## config.mk

```make
export PLATFORM = sky130hd
export DESIGN_NAME = key_debounce_and_knob_decoder_unit
export DESIGN_NICKNAME = d
export VERILOG_FILES = /design/src/hw/rtl/kdk_pkg.sv /design/src/hw/rtl/key_debounce_and_knob_decoder_unit.sv
export VERILOG_INCLUDE_DIRS = /design/src /design/src/hw/rtl
export SDC_FILE = /design/constraint.sdc
export NUM_CORES = 1
export LEC_CHECK = 0
export BUFFER_PORTS_ARGS = -buffer_cell sky130_fd_sc_hd__buf_2
export CORE_UTILIZATION = 30
export DETAILED_ROUTE_END_ITERATION = 8
export SYNTH_ARGS = -nofsm -noshare
export SYNTH_HDL_FRONTEND = slang
export SYNTH_SLANG_ARGS = --single-unit
```

## constraint.sdc

```tcl
create_clock -name clk -period 8.3 [get_ports clk]
set_clock_uncertainty 0.1 [all_clocks]
set_input_delay 0.83 -clock clk [delete_from_list [all_inputs] [get_ports clk]]
set_output_delay 0.83 -clock clk [all_outputs]
set_load 0.05 [all_outputs]
```

## src/hw/rtl/key_debounce_and_knob_decoder_unit_assert.svh

```systemverilog
// assertion macros for the key debounce and knob decoder unit
// expects clk and arst_n in the scope of use
`ifndef KEY_DEBOUNCE_AND_KNOB_DECODER_UNIT_ASSERT_SVH
`define KEY_DEBOUNCE_AND_KNOB_DECODER_UNIT_ASSERT_SVH

// same-cycle implication
`define KDK_ASSERT_NOW(lbl, ante, cons, msg) \
	lbl: assert property (@(posedge clk) disable iff (!arst_n) (ante) |-> (cons)) \
		else $error(msg);

// next-cycle implication
`define KDK_ASSERT_NEXT(lbl, ante, cons, msg) \
	lbl: assert property (@(posedge clk) disable iff (!arst_n) (ante) |=> (cons)) \
		else $error(msg);

`endif

```

## src/hw/rtl/kdk_pkg.sv

```systemverilog
// shared types and constants for the key debounce and knob decoder unit
// no dependencies
`timescale 1ns / 1ps

package kdk_pkg;

	localparam int KEY_W      = 6;
	localparam int DEB_W      = 8;
	localparam int TICK_W     = 16;
	localparam int HOLDOFF_W  = 8;
	localparam int CFG_IDX_W  = 2;
	localparam int CFG_DATA_W = 16;
	localparam int IN_TDATA_W  = 16;
	localparam int OUT_TDATA_W = 24;

	localparam logic [CFG_IDX_W-1:0] REG_DEBOUNCE_SCANS = 2'd0;
	localparam logic [CFG_IDX_W-1:0] REG_LONG_PRESS     = 2'd1;
	localparam logic [CFG_IDX_W-1:0] REG_REPEAT         = 2'd2;
	localparam logic [CFG_IDX_W-1:0] REG_KNOB_HOLDOFF   = 2'd3;

	localparam logic [DEB_W-1:0]     DEBOUNCE_RST = 8'd1;
	localparam logic [TICK_W-1:0]    LONG_RST     = 16'd3000;
	localparam logic [TICK_W-1:0]    REPEAT_RST   = 16'd500;
	localparam logic [HOLDOFF_W-1:0] HOLDOFF_RST  = 8'd60;

	localparam logic [KEY_W-1:0] KEY_SIX = 6'h20;

	// knob pin codes, {~pin_a, ~pin_b}
	localparam logic [1:0] KNOB_00 = 2'd0;
	localparam logic [1:0] KNOB_01 = 2'd1;
	localparam logic [1:0] KNOB_10 = 2'd2;
	localparam logic [1:0] KNOB_11 = 2'd3;

	typedef struct packed {
		logic             turn_down;
		logic             turn_up;
		logic             long_press;
		logic [KEY_W-1:0] released_mask;
		logic [KEY_W-1:0] pressed_mask;
		logic [KEY_W-1:0] stable_keys;
	} result_t;

	localparam int RESULT_W = $bits(result_t);

endpackage

```

## src/hw/rtl/key_debounce_and_knob_decoder_unit.sv

```systemverilog
// key debounce and knob decoder unit, top level
// depends on kdk_pkg and key_debounce_and_knob_decoder_unit_assert.svh
//
// channel   dir  width  accepted when
// s_*       in   16     s_tvalid & s_tready
// m_*       out  24     m_tvalid & m_tready
// cfg_*     in   2/16   cfg_we
//
// one scan per cycle while s_tready is high; each scan yields one result, registered
// in the result register; a skid register takes one more scan while a result waits,
// so s_tready drops only after two stalled results
// arst_n clears all scan state and loads the register defaults
`timescale 1ns / 1ps

module key_debounce_and_knob_decoder_unit (
	input  logic                               clk,
	input  logic                               arst_n,
	input  logic                               s_tvalid,
	output logic                               s_tready,
	input  logic [kdk_pkg::IN_TDATA_W-1:0]     s_tdata,  // raw_keys, pin_a, pin_b, ms_tick
	output logic                               m_tvalid,
	input  logic                               m_tready,
	output logic [kdk_pkg::OUT_TDATA_W-1:0]    m_tdata,  // stable_keys, pressed_mask,
	                                                     // released_mask, long_press,
	                                                     // turn_up, turn_down
	input  logic                               cfg_we,
	input  logic [kdk_pkg::CFG_IDX_W-1:0]      cfg_index,
	input  logic [kdk_pkg::CFG_DATA_W-1:0]     cfg_data
);
	import kdk_pkg::*;

	`include "key_debounce_and_knob_decoder_unit_assert.svh"

	logic [DEB_W-1:0]     debounce_scans_q;
	logic [TICK_W-1:0]    long_press_ticks_q;
	logic [TICK_W-1:0]    repeat_ticks_q;
	logic [HOLDOFF_W-1:0] holdoff_ticks_q;

	logic [KEY_W-1:0]     cand_q, accepted_q, prev_q;
	logic [DEB_W-1:0]     deb_cnt_q;
	logic [TICK_W-1:0]    hold_q;
	logic [1:0]           rest_q, half_q;
	logic                 parity_q;
	logic [HOLDOFF_W-1:0] holdoff_q;

	logic [KEY_W-1:0]     cand_d, accepted_d;
	logic [DEB_W-1:0]     deb_cnt_d;
	logic [TICK_W-1:0]    hold_d, hold_dec;
	logic [1:0]           rest_d, half_d, half_a, code;
	logic                 parity_d;
	logic [HOLDOFF_W-1:0] holdoff_d;
	logic                 tick, up_hit, down_hit;
	logic [KEY_W-1:0]     raw;
	result_t              res;

	result_t out_q, skid_q;
	logic    out_valid_q, skid_valid_q;
	logic    acc, take;

	assign raw  = s_tdata[KEY_W-1:0];
	assign tick = s_tdata[KEY_W+2];
	assign code = {~s_tdata[KEY_W], ~s_tdata[KEY_W+1]};

	assign s_tready = !skid_valid_q;
	assign acc      = s_tvalid && s_tready;
	assign m_tvalid = out_valid_q;
	assign take     = out_valid_q && m_tready;
	assign m_tdata  = {{(OUT_TDATA_W-RESULT_W){1'b0}}, out_q};

	always_comb begin
		res        = '0;
		deb_cnt_d  = (deb_cnt_q != '0) ? deb_cnt_q - 1'b1 : deb_cnt_q;
		cand_d     = cand_q;
		accepted_d = accepted_q;
		if (raw == cand_q) begin
			if (deb_cnt_d == '0) begin
				accepted_d = raw;
			end
		end else begin
			cand_d    = raw;
			deb_cnt_d = debounce_scans_q;
		end

		// key edges and key six hold counter
		res.stable_keys   = accepted_d;
		res.pressed_mask  = accepted_d & ~prev_q;
		res.released_mask = prev_q & ~accepted_d;
		hold_d = hold_q;
		if (res.pressed_mask[KEY_W-1]) begin
			hold_d = long_press_ticks_q;
		end else if (res.released_mask[KEY_W-1]) begin
			hold_d = '0;
		end
		hold_dec = hold_d - 1'b1;
		if (tick && accepted_d == KEY_SIX) begin
			if (hold_dec == '0) begin
				hold_d         = repeat_ticks_q;
				res.long_press = 1'b1;
			end else begin
				hold_d = hold_dec;
			end
		end

		holdoff_d = (tick && holdoff_q != '0) ? holdoff_q - 1'b1 : holdoff_q;

		// knob decode
		rest_d   = rest_q;
		half_d   = half_q;
		parity_d = parity_q;
		half_a   = half_q;
		up_hit   = 1'b0;
		down_hit = 1'b0;
		if (code != rest_q && holdoff_d == '0) begin
			if ((code == KNOB_01 && rest_q == KNOB_00) ||
				(code == KNOB_10 && rest_q == KNOB_11)) begin
				half_a = code;
			end
			up_hit = (code == KNOB_11 && rest_q == KNOB_00 && half_a == KNOB_01) ||
				(code == KNOB_00 && rest_q == KNOB_11 && half_a == KNOB_10);
			half_d = half_a;
			if (!up_hit) begin
				if ((code == KNOB_10 && rest_q == KNOB_00) ||
					(code == KNOB_01 && rest_q == KNOB_11)) begin
					half_d = code;
				end
				down_hit = (code == KNOB_11 && rest_q == KNOB_00 && half_d == KNOB_10) ||
					(code == KNOB_00 && rest_q == KNOB_11 && half_d == KNOB_01);
			end
			if (up_hit || down_hit) begin
				rest_d   = code;
				half_d   = KNOB_00;
				parity_d = !parity_q;
				if (parity_q) begin
					holdoff_d     = holdoff_ticks_q;
					res.turn_up   = up_hit;
					res.turn_down = down_hit;
				end
			end
		end
	end

	always_ff @(posedge clk or negedge arst_n) begin
		if (!arst_n) begin
			debounce_scans_q   <= DEBOUNCE_RST;
			long_press_ticks_q <= LONG_RST;
			repeat_ticks_q     <= REPEAT_RST;
			holdoff_ticks_q    <= HOLDOFF_RST;
		end else if (cfg_we) begin
			unique case (cfg_index)
				REG_DEBOUNCE_SCANS: debounce_scans_q   <= cfg_data[DEB_W-1:0];
				REG_LONG_PRESS:     long_press_ticks_q <= cfg_data[TICK_W-1:0];
				REG_REPEAT:         repeat_ticks_q     <= cfg_data[TICK_W-1:0];
				REG_KNOB_HOLDOFF:   holdoff_ticks_q    <= cfg_data[HOLDOFF_W-1:0];
				default: ;
			endcase
		end
	end

	always_ff @(posedge clk or negedge arst_n) begin
		if (!arst_n) begin
			cand_q     <= '0;
			deb_cnt_q  <= '0;
			accepted_q <= '0;
			prev_q     <= '0;
			hold_q     <= '0;
			rest_q     <= '0;
			half_q     <= '0;
			parity_q   <= 1'b0;
			holdoff_q  <= '0;
		end else if (acc) begin
			cand_q     <= cand_d;
			deb_cnt_q  <= deb_cnt_d;
			accepted_q <= accepted_d;
			prev_q     <= accepted_d;
			hold_q     <= hold_d;
			rest_q     <= rest_d;
			half_q     <= half_d;
			parity_q   <= parity_d;
			holdoff_q  <= holdoff_d;
		end
	end

	// result register with skid stage
	always_ff @(posedge clk or negedge arst_n) begin
		if (!arst_n) begin
			out_valid_q  <= 1'b0;
			skid_valid_q <= 1'b0;
		end else if (!out_valid_q || take) begin
			if (skid_valid_q) begin
				out_valid_q  <= 1'b1;
				skid_valid_q <= 1'b0;
			end else begin
				out_valid_q <= acc;
			end
		end else if (acc) begin
			skid_valid_q <= 1'b1;
		end
	end

	always_ff @(posedge clk) begin
		if (!out_valid_q || take) begin
			if (skid_valid_q) begin
				out_q <= skid_q;
			end else if (acc) begin
				out_q <= res;
			end
		end else if (acc) begin
			skid_q <= res;
		end
	end

	`KDK_ASSERT_NOW(a_skid_implies_out, skid_valid_q, out_valid_q, "skid full with empty output")
	`KDK_ASSERT_NOW(a_turn_exclusive, m_tvalid, !(out_q.turn_up && out_q.turn_down), "both turn directions")
	`KDK_ASSERT_NOW(a_edges_disjoint, m_tvalid, (out_q.pressed_mask & out_q.released_mask) == '0, "key pressed and released together")
	`KDK_ASSERT_NEXT(a_holdoff_load, acc && (res.turn_up || res.turn_down), holdoff_q == $past(holdoff_ticks_q), "hold-off not loaded on turn")

endmodule

```

== Yosys cells after proc, flatten, opt, wreduce, memory -nomap -nowiden ==
Cells that the tools add are included.
Operators by class
  add/sub/neg operators: 3
  equality and inequality tests: 14
  mux-type cells: 31
  bitwise logic cells: 8
  reduce and logical (&&, ||, !) cells: 43
Operators with widths (number)
  16-bit 2-to-1 mux: 4
  8-bit 2-to-1 mux: 6
  21-bit 2-to-1 mux: 2
  2-bit 2-to-1 mux: 10
  16-bit logical NOT: 1
  8-bit logical NOT: 2
  2-bit AND reduction: 8
  8-bit nonzero test: 2
  16-bit by 1-bit subtractor with 16-bit output, second input constant: 1
  8-bit by 1-bit subtractor with 8-bit output, second input constant: 2
  1-bit logical AND: 15
  2-bit == test, second input constant: 7
  6-bit bitwise AND: 2
  6-bit 2-to-1 mux: 2
  6-bit NOT: 2
  2-bit by 1-bit == test with 1-bit output, second input constant: 4
  1-bit 2-to-1 mux: 7
  6-bit == test: 1
  6-bit == test, second input constant: 1
  2-bit logical NOT: 3
  1-bit logical OR: 6
  1-bit NOT: 4
  2-bit nonzero test: 2
  1-bit logical NOT: 3
  2 further kinds: 2
Storage, ports and cells
  register bits after elaboration: 141
  input port bits: 39
  output and inout port bits: 26
  word-level logic and storage cells: 125

== Depth between registers and ports, before layout ==
Gate-level depths: netlist of run 1.
  depth after elaboration: 21
  mapped depth: 20
  gate-level depth less buffers: 15

== Worst setup path before layout of run 1 ==
No wires, ideal clock.
  path kind: register to register
  from: register deb_cnt_q[0]
  to: register out_q (netlist bit m_tdata[18]) (data pin)
  setup time: 0.169 ns
  data arrival time: 4.459 ns
  required time: 8.031 ns
  path slack: 3.572 ns
  cell stages (with the launch flop): 21
  buffers on the path: 5
  cells stage by stage: dfrtp_1 -> clkbuf_1 -> inv_1 -> ha_1 -> or3b_1 -> buf_2 -> o32ai_2 -> and3_1 -> buf_2 -> nand4_2 -> clkbuf_1 -> a22o_1 -> inv_1 -> ha_1 -> o211a_2 -> nand4_1 -> o31ai_1 -> o2bb2ai_1 -> clkbuf_1 -> nand2_1 -> o31ai_1
Between the ends
  longest elaborated chain between the ends: 15
  elaborated cells on any way between the ends: 19
  those cells by class: 2 x add/sub; 1 x eq/ne; 9 x mux; 3 x bitwise; 4 x reduce/logical
Ends and longest elaborated chain
  start, declared: RTL line key_debounce_and_knob_decoder_unit.sv:40  | logic [DEB_W-1:0] deb_cnt_q;
  start signal, assigned: RTL line key_debounce_and_knob_decoder_unit.sv:172  | deb_cnt_q <= deb_cnt_d;
  8-bit by 1-bit subtractor with 8-bit output or 8-bit nonzero test (tied branches): RTL line key_debounce_and_knob_decoder_unit.sv:72  | deb_cnt_d = (deb_cnt_q != '0) ? deb_cnt_q - 1'b1 : deb_cnt_q;
  8-bit 2-to-1 mux *: RTL line key_debounce_and_knob_decoder_unit.sv:72
  8-bit logical NOT *: RTL line key_debounce_and_knob_decoder_unit.sv:76  | if (deb_cnt_d == '0) begin
  6-bit 2-to-1 mux *: RTL line key_debounce_and_knob_decoder_unit.sv:76
  6-bit 2-to-1 mux *: RTL line key_debounce_and_knob_decoder_unit.sv:75  | if (raw == cand_q) begin
  6-bit NOT: RTL line key_debounce_and_knob_decoder_unit.sv:87  | res.released_mask = prev_q & ~accepted_d;
  6-bit bitwise AND: RTL line key_debounce_and_knob_decoder_unit.sv:87
  16-bit 2-to-1 mux: RTL line key_debounce_and_knob_decoder_unit.sv:91  | end else if (res.released_mask[KEY_W-1]) begin
  16-bit 2-to-1 mux: RTL line key_debounce_and_knob_decoder_unit.sv:89  | if (res.pressed_mask[KEY_W-1]) begin
  16-bit by 1-bit subtractor with 16-bit output: RTL line key_debounce_and_knob_decoder_unit.sv:94  | hold_dec = hold_d - 1'b1;
  16-bit logical NOT: RTL line key_debounce_and_knob_decoder_unit.sv:96  | if (hold_dec == '0) begin
  1-bit 2-to-1 mux: RTL line key_debounce_and_knob_decoder_unit.sv:96
  1-bit 2-to-1 mux *: RTL line key_debounce_and_knob_decoder_unit.sv:95  | if (tick && accepted_d == KEY_SIX) begin
  21-bit 2-to-1 mux *: RTL line key_debounce_and_knob_decoder_unit.sv:204  | end else if (acc) begin
  21-bit 2-to-1 mux *: RTL line key_debounce_and_knob_decoder_unit.sv:202  | if (skid_valid_q) begin
  end signal, assigned: RTL line key_debounce_and_knob_decoder_unit.sv:203  | out_q <= skid_q;
  end signal, assigned: RTL line key_debounce_and_knob_decoder_unit.sv:205  | out_q <= res;
  end, declared: RTL line key_debounce_and_knob_decoder_unit.sv:56  | result_t out_q, skid_q;
Every way passes the cells marked *; elsewhere a longest branch is shown, timed or not. The select of a mux whose other input is x is not followed.
A chain may end at the register's enable or synchronous reset.

== Final worst setup path of run 1 ==
  from: register deb_cnt_q[0]
  to: register hold_q[7]
Between the ends
  elaborated cells on any way between the ends: 17
  those cells by class: 2 x add/sub; 1 x eq/ne; 7 x mux; 3 x bitwise; 4 x reduce/logical
RTL lines
  8-bit by 1-bit subtractor with 8-bit output or 8-bit nonzero test (tied branches): RTL line key_debounce_and_knob_decoder_unit.sv:72
  8-bit 2-to-1 mux *: RTL line key_debounce_and_knob_decoder_unit.sv:72
  8-bit logical NOT *: RTL line key_debounce_and_knob_decoder_unit.sv:76
  6-bit 2-to-1 mux *: RTL line key_debounce_and_knob_decoder_unit.sv:76
  6-bit 2-to-1 mux *: RTL line key_debounce_and_knob_decoder_unit.sv:75
  net accepted_d[3]: RTL line key_debounce_and_knob_decoder_unit.sv:46  | logic [KEY_W-1:0] cand_d, accepted_d;
  6-bit == test *: RTL line key_debounce_and_knob_decoder_unit.sv:95
  1-bit logical AND *: RTL line key_debounce_and_knob_decoder_unit.sv:95
  16-bit 2-to-1 mux *: RTL line key_debounce_and_knob_decoder_unit.sv:95
  end signal, assigned: RTL line key_debounce_and_knob_decoder_unit.sv:175  | hold_q <= hold_d;
  end, declared: RTL line key_debounce_and_knob_decoder_unit.sv:41  | logic [TICK_W-1:0] hold_q;
Mark *: on every way through the listed nets, which the timed path passes. The rest lies on a longest branch.

==> results.py, run 1 <==
metrics = {
    "drt": {
        "ant_nets": 0,
        "firstDrtPassIters": 5,
        "vias": 5893,
        "wl_per_cell_um": 16.4,
        "drtIter0Drc": 470,
        "vias_per_cell": 5.21,
        "drc": 0,
        "drt_wl_total_mm": 18.5,
    },
    "critical_path": {
        "rr_endpoint": "hold_q[7]",
        "worstSetupEndpointType": "flip-flop",
        "reg2reg_from": "deb_cnt_q[0]",
        "path_cells": "inv_1 -> ha_1 -> or3b_1 -> o32ai_2 -> and3_1 -> nand3_1 -> mux2i_1 -> inv_1 -> or4_1 -> nor2_1 -> nor2_1 -> a31oi_1 -> o211ai_1",
        "crit_path_max_incr_delay_ns": 0.90,
        "crit_fanout": 14,
        "r2r_slack_ns": 2.45,
        "critPathArrivalTime_ns": 6.05,
        "cp_slowest_cell": "or4_1",
        "required_ns": 8.50,
        "path_class": "flip-flop to flip-flop",
        "r2r_cells": 13,
        "cp-startpoint": "deb_cnt_q[0]",
        "cp-endpoint": "hold_q[7]",
        "critPathLaunchType": "flip-flop",
    },
    "sta": {
        "min_period_ns": 5.85,
        "fin_crit_sh_pct": 70.5,
        "hold_ws_ns": 0.251,
        "hold_viol": 0,
        "rsz0062_at_grt": "no",
        "drv_slew": 0,
        "tns_ns": 0,
        "finalSetupViolCount": 0,
        "slew_headroom_pct": 30.3,
        "tightest_slew_ns": 1.04,
        "max_freq_mhz": 171,
    },
    "global_routing": {
        "grt_pass1_wl_mm": 30.7,
        "track_usage_pct": 15.0,
        "first_global_vias": 5635,
        "antenna_found_initial": 1,
        "grt_max_degree": 66,
        "grt_overflow_total": 0,
    },
    "synthesis": {
        "synth_cell_type_count": 82,
        "netlist_instances": 750,
        "synth_area_leaders": "dfrtp_1 (27%), edfxtp_1 (17%), mux2_2 (9.1%), dfstp_2 (6.2%), nand2_1 (3.8%)",
        "synth_seq_cells": 141,
        "synth_area_per_cell_um2": 10.2,
        "yosys-top-cells-count": "dfrtp_1 (81), nand2_1 (77), nor2_1 (69), mux2_2 (62), o21ai_0 (44)",
        "synth_warnings": 0,
        "ys_seq_area_share_pct": 49.2,
        "syn_area_um2": 7640,
        "yosysTopAreaCell": "dfrtp_1",
        "async_flop_share_pct": 70.2,
        "synth_top_area_share_pct": 26.5,
        "yosysMostFrequentCell": "dfrtp_1",
        "synth_edf_count": 42,
        "ys.flop_type": "dfrtp_1",
    },
    "clock_network": {
        "cts_sinks": 141,
        "cts_hold_buf": 0,
        "cts_resized": 0,
        "clk_pin_slew_ns": 0.06,
        "h-tree-depth": 4,
        "cts_tree": "yes",
        "post_cts_buffers": 0,
        "numCtsBuffers": 17,
        "insertion_delay_ns": 0.43,
        "cts.path.max_buffers": 2,
        "cts-root-buf": "clkbuf_16",
    },
    "final_layout": {
        "final_cells": 1132,
        "num-nets-final": 833,
        "area_growth_pct": 14.8,
        "drive_gt1_share_pct": 23.9,
        "nFillCells": 2552,
        "diodes": 0,
    },
    "pwr": {
        "power.leakage_nw": 3.41,
        "switching_share_pct": 33.9,
        "power_frac_seq_pct": 43.7,
        "p_int_w": 0.00149,
        "power_density_nw_per_um2": 257,
        "ir_drop_mv": 0.156,
        "p_sw_w": 0.000764,
        "p_clk_share_pct": 31.7,
        "p_comb_share_pct": 24.5,
    },
    "placement": {
        "place_inst": 1100,
        "dp_hpwl_mm": 12.9,
        "place.gp.congestion": 0.868,
        "port_buffers": 54,
    },
    "floorplan": {
        "die_w_um": 162,
        "die-area_um2": 26100,
        "pin_count": 65,
        "core_um2": 25100,
        "rows": 58,
        "dieHeight_um": 162,
        "start_util_pct": 30.4,
    },
    "job": {
        "maxCapViolCount": 0,
    },
    "hold_path": {
        "worstHoldPathType": "input pin to asynchronous set/reset pin",
    },
    "run_status": {
        "outcome": "finished clean",
    },
}
==> flip-flops by register name, indices dropped and copies added, names as in the netlist, 6 cells and up <==
register,count
deb_cnt_q,8
prev_q,6
skid_q,21
holdoff_q,8
hold_q,16
debounce_scans_q,8
repeat_ticks_q,16
m_tdata,21
cand_q,6
long_press_ticks_q,16
holdoff_ticks_q,8
==> routing by layer <==
metal | GRT usage [%] | up-vias | share of wire [%] | wire [um]
met5 | 0 | - | 0.070 | 13
met3 | 3.52 | 18 | 5.9 | 1100
met1 | 20.9 | 2830 | 48 | 8840
met4 | 5.27 | 2 | 1.3 | 236
met2 | 22.7 | 185 | 45 | 8350
li1 | - | 2858 | - | -
==> cell type report <==
class                      instances  area, um2  area share, %
tap                              330        413           4.71
multi-input combinational        545       3640           41.5
sequential                       141       3760           42.9
inverter                          24       90.1           1.03
clock buffer                      20        437           4.98
clock inverter                    12        111           1.27
timing repair buffer              60        318           3.62
==> cell families after synthesis <==
logic type	count (synthesis)	synth area share, %
mux	70	10.2
xor+xnor	20	2.29
other cells	1	0.0491
compound gates	182	16.1
fa+ha+maj	5	0.819
buf+inv	66	3.59
simple gates	265	17.8
flops	141	49.2
==> worst min-delay path by stage <==
stage                        endpoint         start  cells after the start  slack [ns]
3_3_place_gp             holdoff_q[7]  holdoff_q[7]                      1        0.37
6_report       long_press_ticks_q[12]        arst_n                      1        0.25
3_5_place_dp             holdoff_q[7]  holdoff_q[7]                      1        0.38
4_1_cts            repeat_ticks_q[13]        arst_n                      1        0.26
2_1_floorplan            holdoff_q[7]  holdoff_q[7]                      1        0.35
5_1_grt            repeat_ticks_q[13]        arst_n                      1        0.27
==> critical path, delay by kind of cell, from the launching register on <==
kind                       cells  cell delay (ns)
and+or+nand+nor                6             3.45
DFF                            1             0.48
adders and majority gates      1             0.25
AOI/OAI and AO/OA              3             0.63
muxes                          1             0.50
buffers and inverters          2             0.31
==> layout by cell type, fill, tap and decap left out, types with 4 or more instances in the layout <==
master	count
a21oi_1	35
a22o_1	4
a22oi_1	9
a31oi_1	16
and3_1	10
buf_2	53
buf_4	7
clkbuf_16	17
clkinvlp_4	4
dfrtp_1	81
dfstp_2	18
edfxtp_1	42
ha_1	5
inv_1	22
inv_6	4
mux2_2	62
mux2i_1	8
nand2_1	77
nand2b_1	5
nand3_1	14
nand3b_1	4
nand4_1	14
nor2_1	68
nor3_1	20
nor3b_1	6
nor4_1	8
o211ai_1	5
o21ai_0	44
o22a_1	5
o22ai_1	8
o31ai_1	16
or2_2	5
or3_1	4
or4_1	5
xnor2_1	15
xor2_1	5
==> power by group through the flow <==
stage	logic [W]	clock network (W)	registers, W
after global placement	0.000543	0	0.000993
after floorplan	0.000416	0	0.000979
after detailed placement	0.000550	0	0.000996
final	0.000553	0.000715	0.000984
after CTS	0.000553	0.000731	0.000983
after global routing	0.000617	0.000763	0.00101
==> stage by stage <==
stage	total power (W)	setup slack [ns]	utilization, %	area [um2]
after floorplan	0.00140	3.57	-	7650
after global placement	0.00154	2.58	32.7	8220
after detailed placement	0.00155	2.56	32.7	8220
after CTS	0.00227	2.50	34.9	8770
after global routing	0.00239	2.00	34.9	8770
final	0.00225	2.45	34.9	8770
Power figures use the tool's default switching activity.
==> run 2: changes to the inputs <==
Settings changed: ABC_AREA set to 1.
Clock period 8.3 ns to 5.4 ns, I/O delays scaled along.
==> run 2 against run 1 <==
  * Die area is 3.5% higher
  * Cell count is 21% higher
  * Count of clock-buffer cells in the layout is 2 lower
  * Routed wire length is 1.1% higher
  * Design area is 3.6% higher
  * Core utilization hardly changed
  * Area after synthesis is 3.5% higher
  * Synthesized cell count is 30% higher
  * Non-clock buffer count stayed put
  * Global-route usage is 0.28 points lower
  * Sequential power is 44% higher
  * Maximum frequency is 36% higher
==> results.py, run 2 <==
metrics = {
    "final_layout": {
        "final_common_cell": "nand2_1",
        "fin_area_um2": 9080,
        "final_cell_mix": "nand2_1 (267), inv_1 (108), o21ai_0 (94)",
        "num-nets-final": 1068,
        "drive_gt1_share_pct": 20.1,
        "final_cells": 1372,
        "diodes": 0,
        "area_growth_pct": 14.8,
        "nFillCells": 2729,
    },
    "synthesis": {
        "ys_seq_area_share_pct": 47.6,
        "synth_edf_count": 42,
        "async_flop_share_pct": 70.2,
        "netlist_instances": 975,
        "synth_area_leaders": "dfrtp_1 (26%), edfxtp_1 (16%), nand2_1 (13%), dfstp_2 (6.0%), o21ai_0 (5.9%)",
        "ys.flop_type": "dfrtp_1",
        "synth_seq_cells": 141,
        "yosysMostFrequentCell": "nand2_1",
        "synth_warnings": 0,
        "syn_area_um2": 7910,
        "synth_top_area_share_pct": 25.6,
        "yosysTopAreaCell": "dfrtp_1",
        "synth_area_per_cell_um2": 8.11,
        "synth_cell_type_count": 48,
        "yosys-top-cells-count": "nand2_1 (267), inv_1 (108), o21ai_0 (94), dfrtp_1 (81), nor2_1 (77)",
    },
    "pwr": {
        "power_density_nw_per_um2": 389,
        "ir_drop_mv": 0.235,
        "power.leakage_nw": 4.29,
    },
    "drt": {
        "vias": 6381,
        "drtIter0Drc": 424,
        "firstDrtPassIters": 5,
        "ant_nets": 0,
        "vias_per_cell": 4.65,
        "drc": 0,
        "wl_per_cell_um": 13.7,
        "drt_wl_total_mm": 18.7,
    },
    "critical_path": {
        "required_ns": 5.52,
        "critPathArrivalTime_ns": 4.43,
        "crit_fanout": 27,
        "path_class": "flip-flop to flip-flop",
        "r2r_cells": 24,
        "worstSetupEndpointType": "flip-flop",
        "critPathLaunchType": "flip-flop",
    },
    "sta": {
        "tightest_slew_ns": 1.13,
        "slew_headroom_pct": 24.7,
        "drv_slew": 0,
        "rsz0062_at_grt": "no",
        "finalSetupViolCount": 0,
        "tns_ns": 0,
        "max_freq_mhz": 232,
        "hold_viol": 0,
        "fin_crit_sh_pct": 79.8,
        "min_period_ns": 4.31,
    },
    "placement": {
        "place_inst": 1340,
        "place.gp.congestion": 0.877,
        "dp_hpwl_mm": 13.1,
        "placed_area_um2": 8480,
        "port_buffers": 54,
    },
    "clock_network": {
        "cts-root-buf": "clkbuf_16",
        "numCtsBuffers": 17,
        "cts_sinks": 141,
        "post_cts_buffers": 0,
        "cts_resized": 0,
        "insertion_delay_ns": 0.42,
        "cts_hold_buf": 0,
        "h-tree-depth": 4,
        "clk_pin_slew_ns": 0.06,
        "cts.path.max_buffers": 2,
        "cts_tree": "yes",
    },
    "hold_path": {
        "worstHoldPathType": "input pin to asynchronous set/reset pin",
    },
    "floorplan": {
        "die-area_um2": 27000,
        "pin_count": 65,
        "core_um2": 26000,
        "die_w_um": 164,
        "start_util_pct": 30.4,
        "rows": 59,
        "dieHeight_um": 164,
    },
    "global_routing": {
        "grt_max_degree": 57,
        "track_usage_pct": 14.7,
        "grt_pass1_wl_mm": 30.9,
        "first_global_vias": 6022,
        "antenna_found_initial": 0,
        "grt_overflow_total": 0,
    },
    "run_status": {
        "outcome": "finished clean",
    },
    "job": {
        "maxCapViolCount": 0,
    },
}
run 2: cell count changes in the layout (fill, tap and decap cells not counted), moves of 35 or more:
cell     before  now
nand2_1      77  267
inv_1        22  108
mux2_2       62    6
o21ai_0      44   94
nand2_2       0   35
nand3_1      14   49
run 2: through the flow:
stage / worst slack [ns] / util [%] / total power (W) / hold slack, ns
6_report: 1.09 / 35.0 / 0.00353 / 0.0911
5_1_grt: 0.746 / 35.0 / 0.00376 / 0.152
4_1_cts: 1.10 / 35.0 / 0.00356 / 0.116
3_5_place_dp: 1.11 / 32.6 / 0.00235 / 0.358
3_3_place_gp: 1.18 / 32.6 / 0.00233 / 0.359
2_1_floorplan: 1.89 / - / 0.00213 / 0.144
run 2: cell families after synthesis:
logic type | share of synthesized area [%]
multiplexers | 0.854
buffers and inverters | 7.94
XOR/XNOR | 0.997
flip-flops | 47.6
adder cells (fa/ha/maj) | 0.791
AND/OR/NAND/NOR | 31.3
AO/OA/AOI/OAI | 10.5
other | 0.0474
run 2: per-layer routing:
| layer | track usage, % | vias up | part of all wire (%) |
|---|---|---|---|
| met3 | 2.20 | 13 | 3.1 |
| met5 | 0 | - | 0 |
| met2 | 23.8 | 111 | 46 |
| met1 | 20.4 | 2998 | 50 |
| li1 | - | 3259 | - |
| met4 | 3.96 | 0 | 0.92 |
run 2: power by group:
group / switching, W / total [W] / leakage, nW / internal (W)
Combinational: 0.000622 / 0.000913 / 2.42 / 0.000291
Sequential: 0.000124 / 0.00142 / 1.58 / 0.00130
Clock: 0.000527 / 0.00120 / 0.292 / 0.000674
run 2: worst max-delay path: stages (launching register included):
cell	delay, ns
dfrtp_1	0.39
inv_1	0.15
ha_1	0.36
nand2_4	0.12
nor2_8	0.16
nand2_2	0.06
nand2_2	0.06
nand2_2	0.07
nor2_4	0.20
nand4_4	0.14
buf_4	0.26
nand3_1	0.12
nand2_2	0.11
inv_2	0.12
ha_1	0.18
nand3_2	0.16
nor2_8	0.20
nand2_2	0.11
nor2_1	0.11
nand2_1	0.07
nand2_2	0.11
nand3_2	0.12
nor2_8	0.20
nand3_2	0.15
o31ai_1	0.26
run 2: final timing paths:
check | start | slack [ns] | to
worst min-delay path | arst_n | 0.09 | repeat_ticks_q[11]
min in group clk | cfg_data[8] | 0.25 | repeat_ticks_q[8]
worst max register to register | deb_cnt_q[0] | 1.09 | m_tdata[18]
worst min register to register | parity_q | 0.37 | parity_q
max in group asynchronous | arst_n | 4.05 | long_press_ticks_q[4]
worst max-delay path | deb_cnt_q[0] | 1.09 | m_tdata[18]
run 2: cell type report:
| cell class | count | area (um2) | share of cell area [%] |
|---|---|---|---|
| clock inverters | 14 | 164 | 1.80 |
| inverters | 119 | 449 | 4.95 |
| repair buffers | 60 | 318 | 3.50 |
| flip-flops and latches | 141 | 3760 | 41.4 |
| multi-input cells | 685 | 3530 | 38.9 |
| clock buffers | 18 | 439 | 4.84 |
| well taps | 335 | 419 | 4.61 |
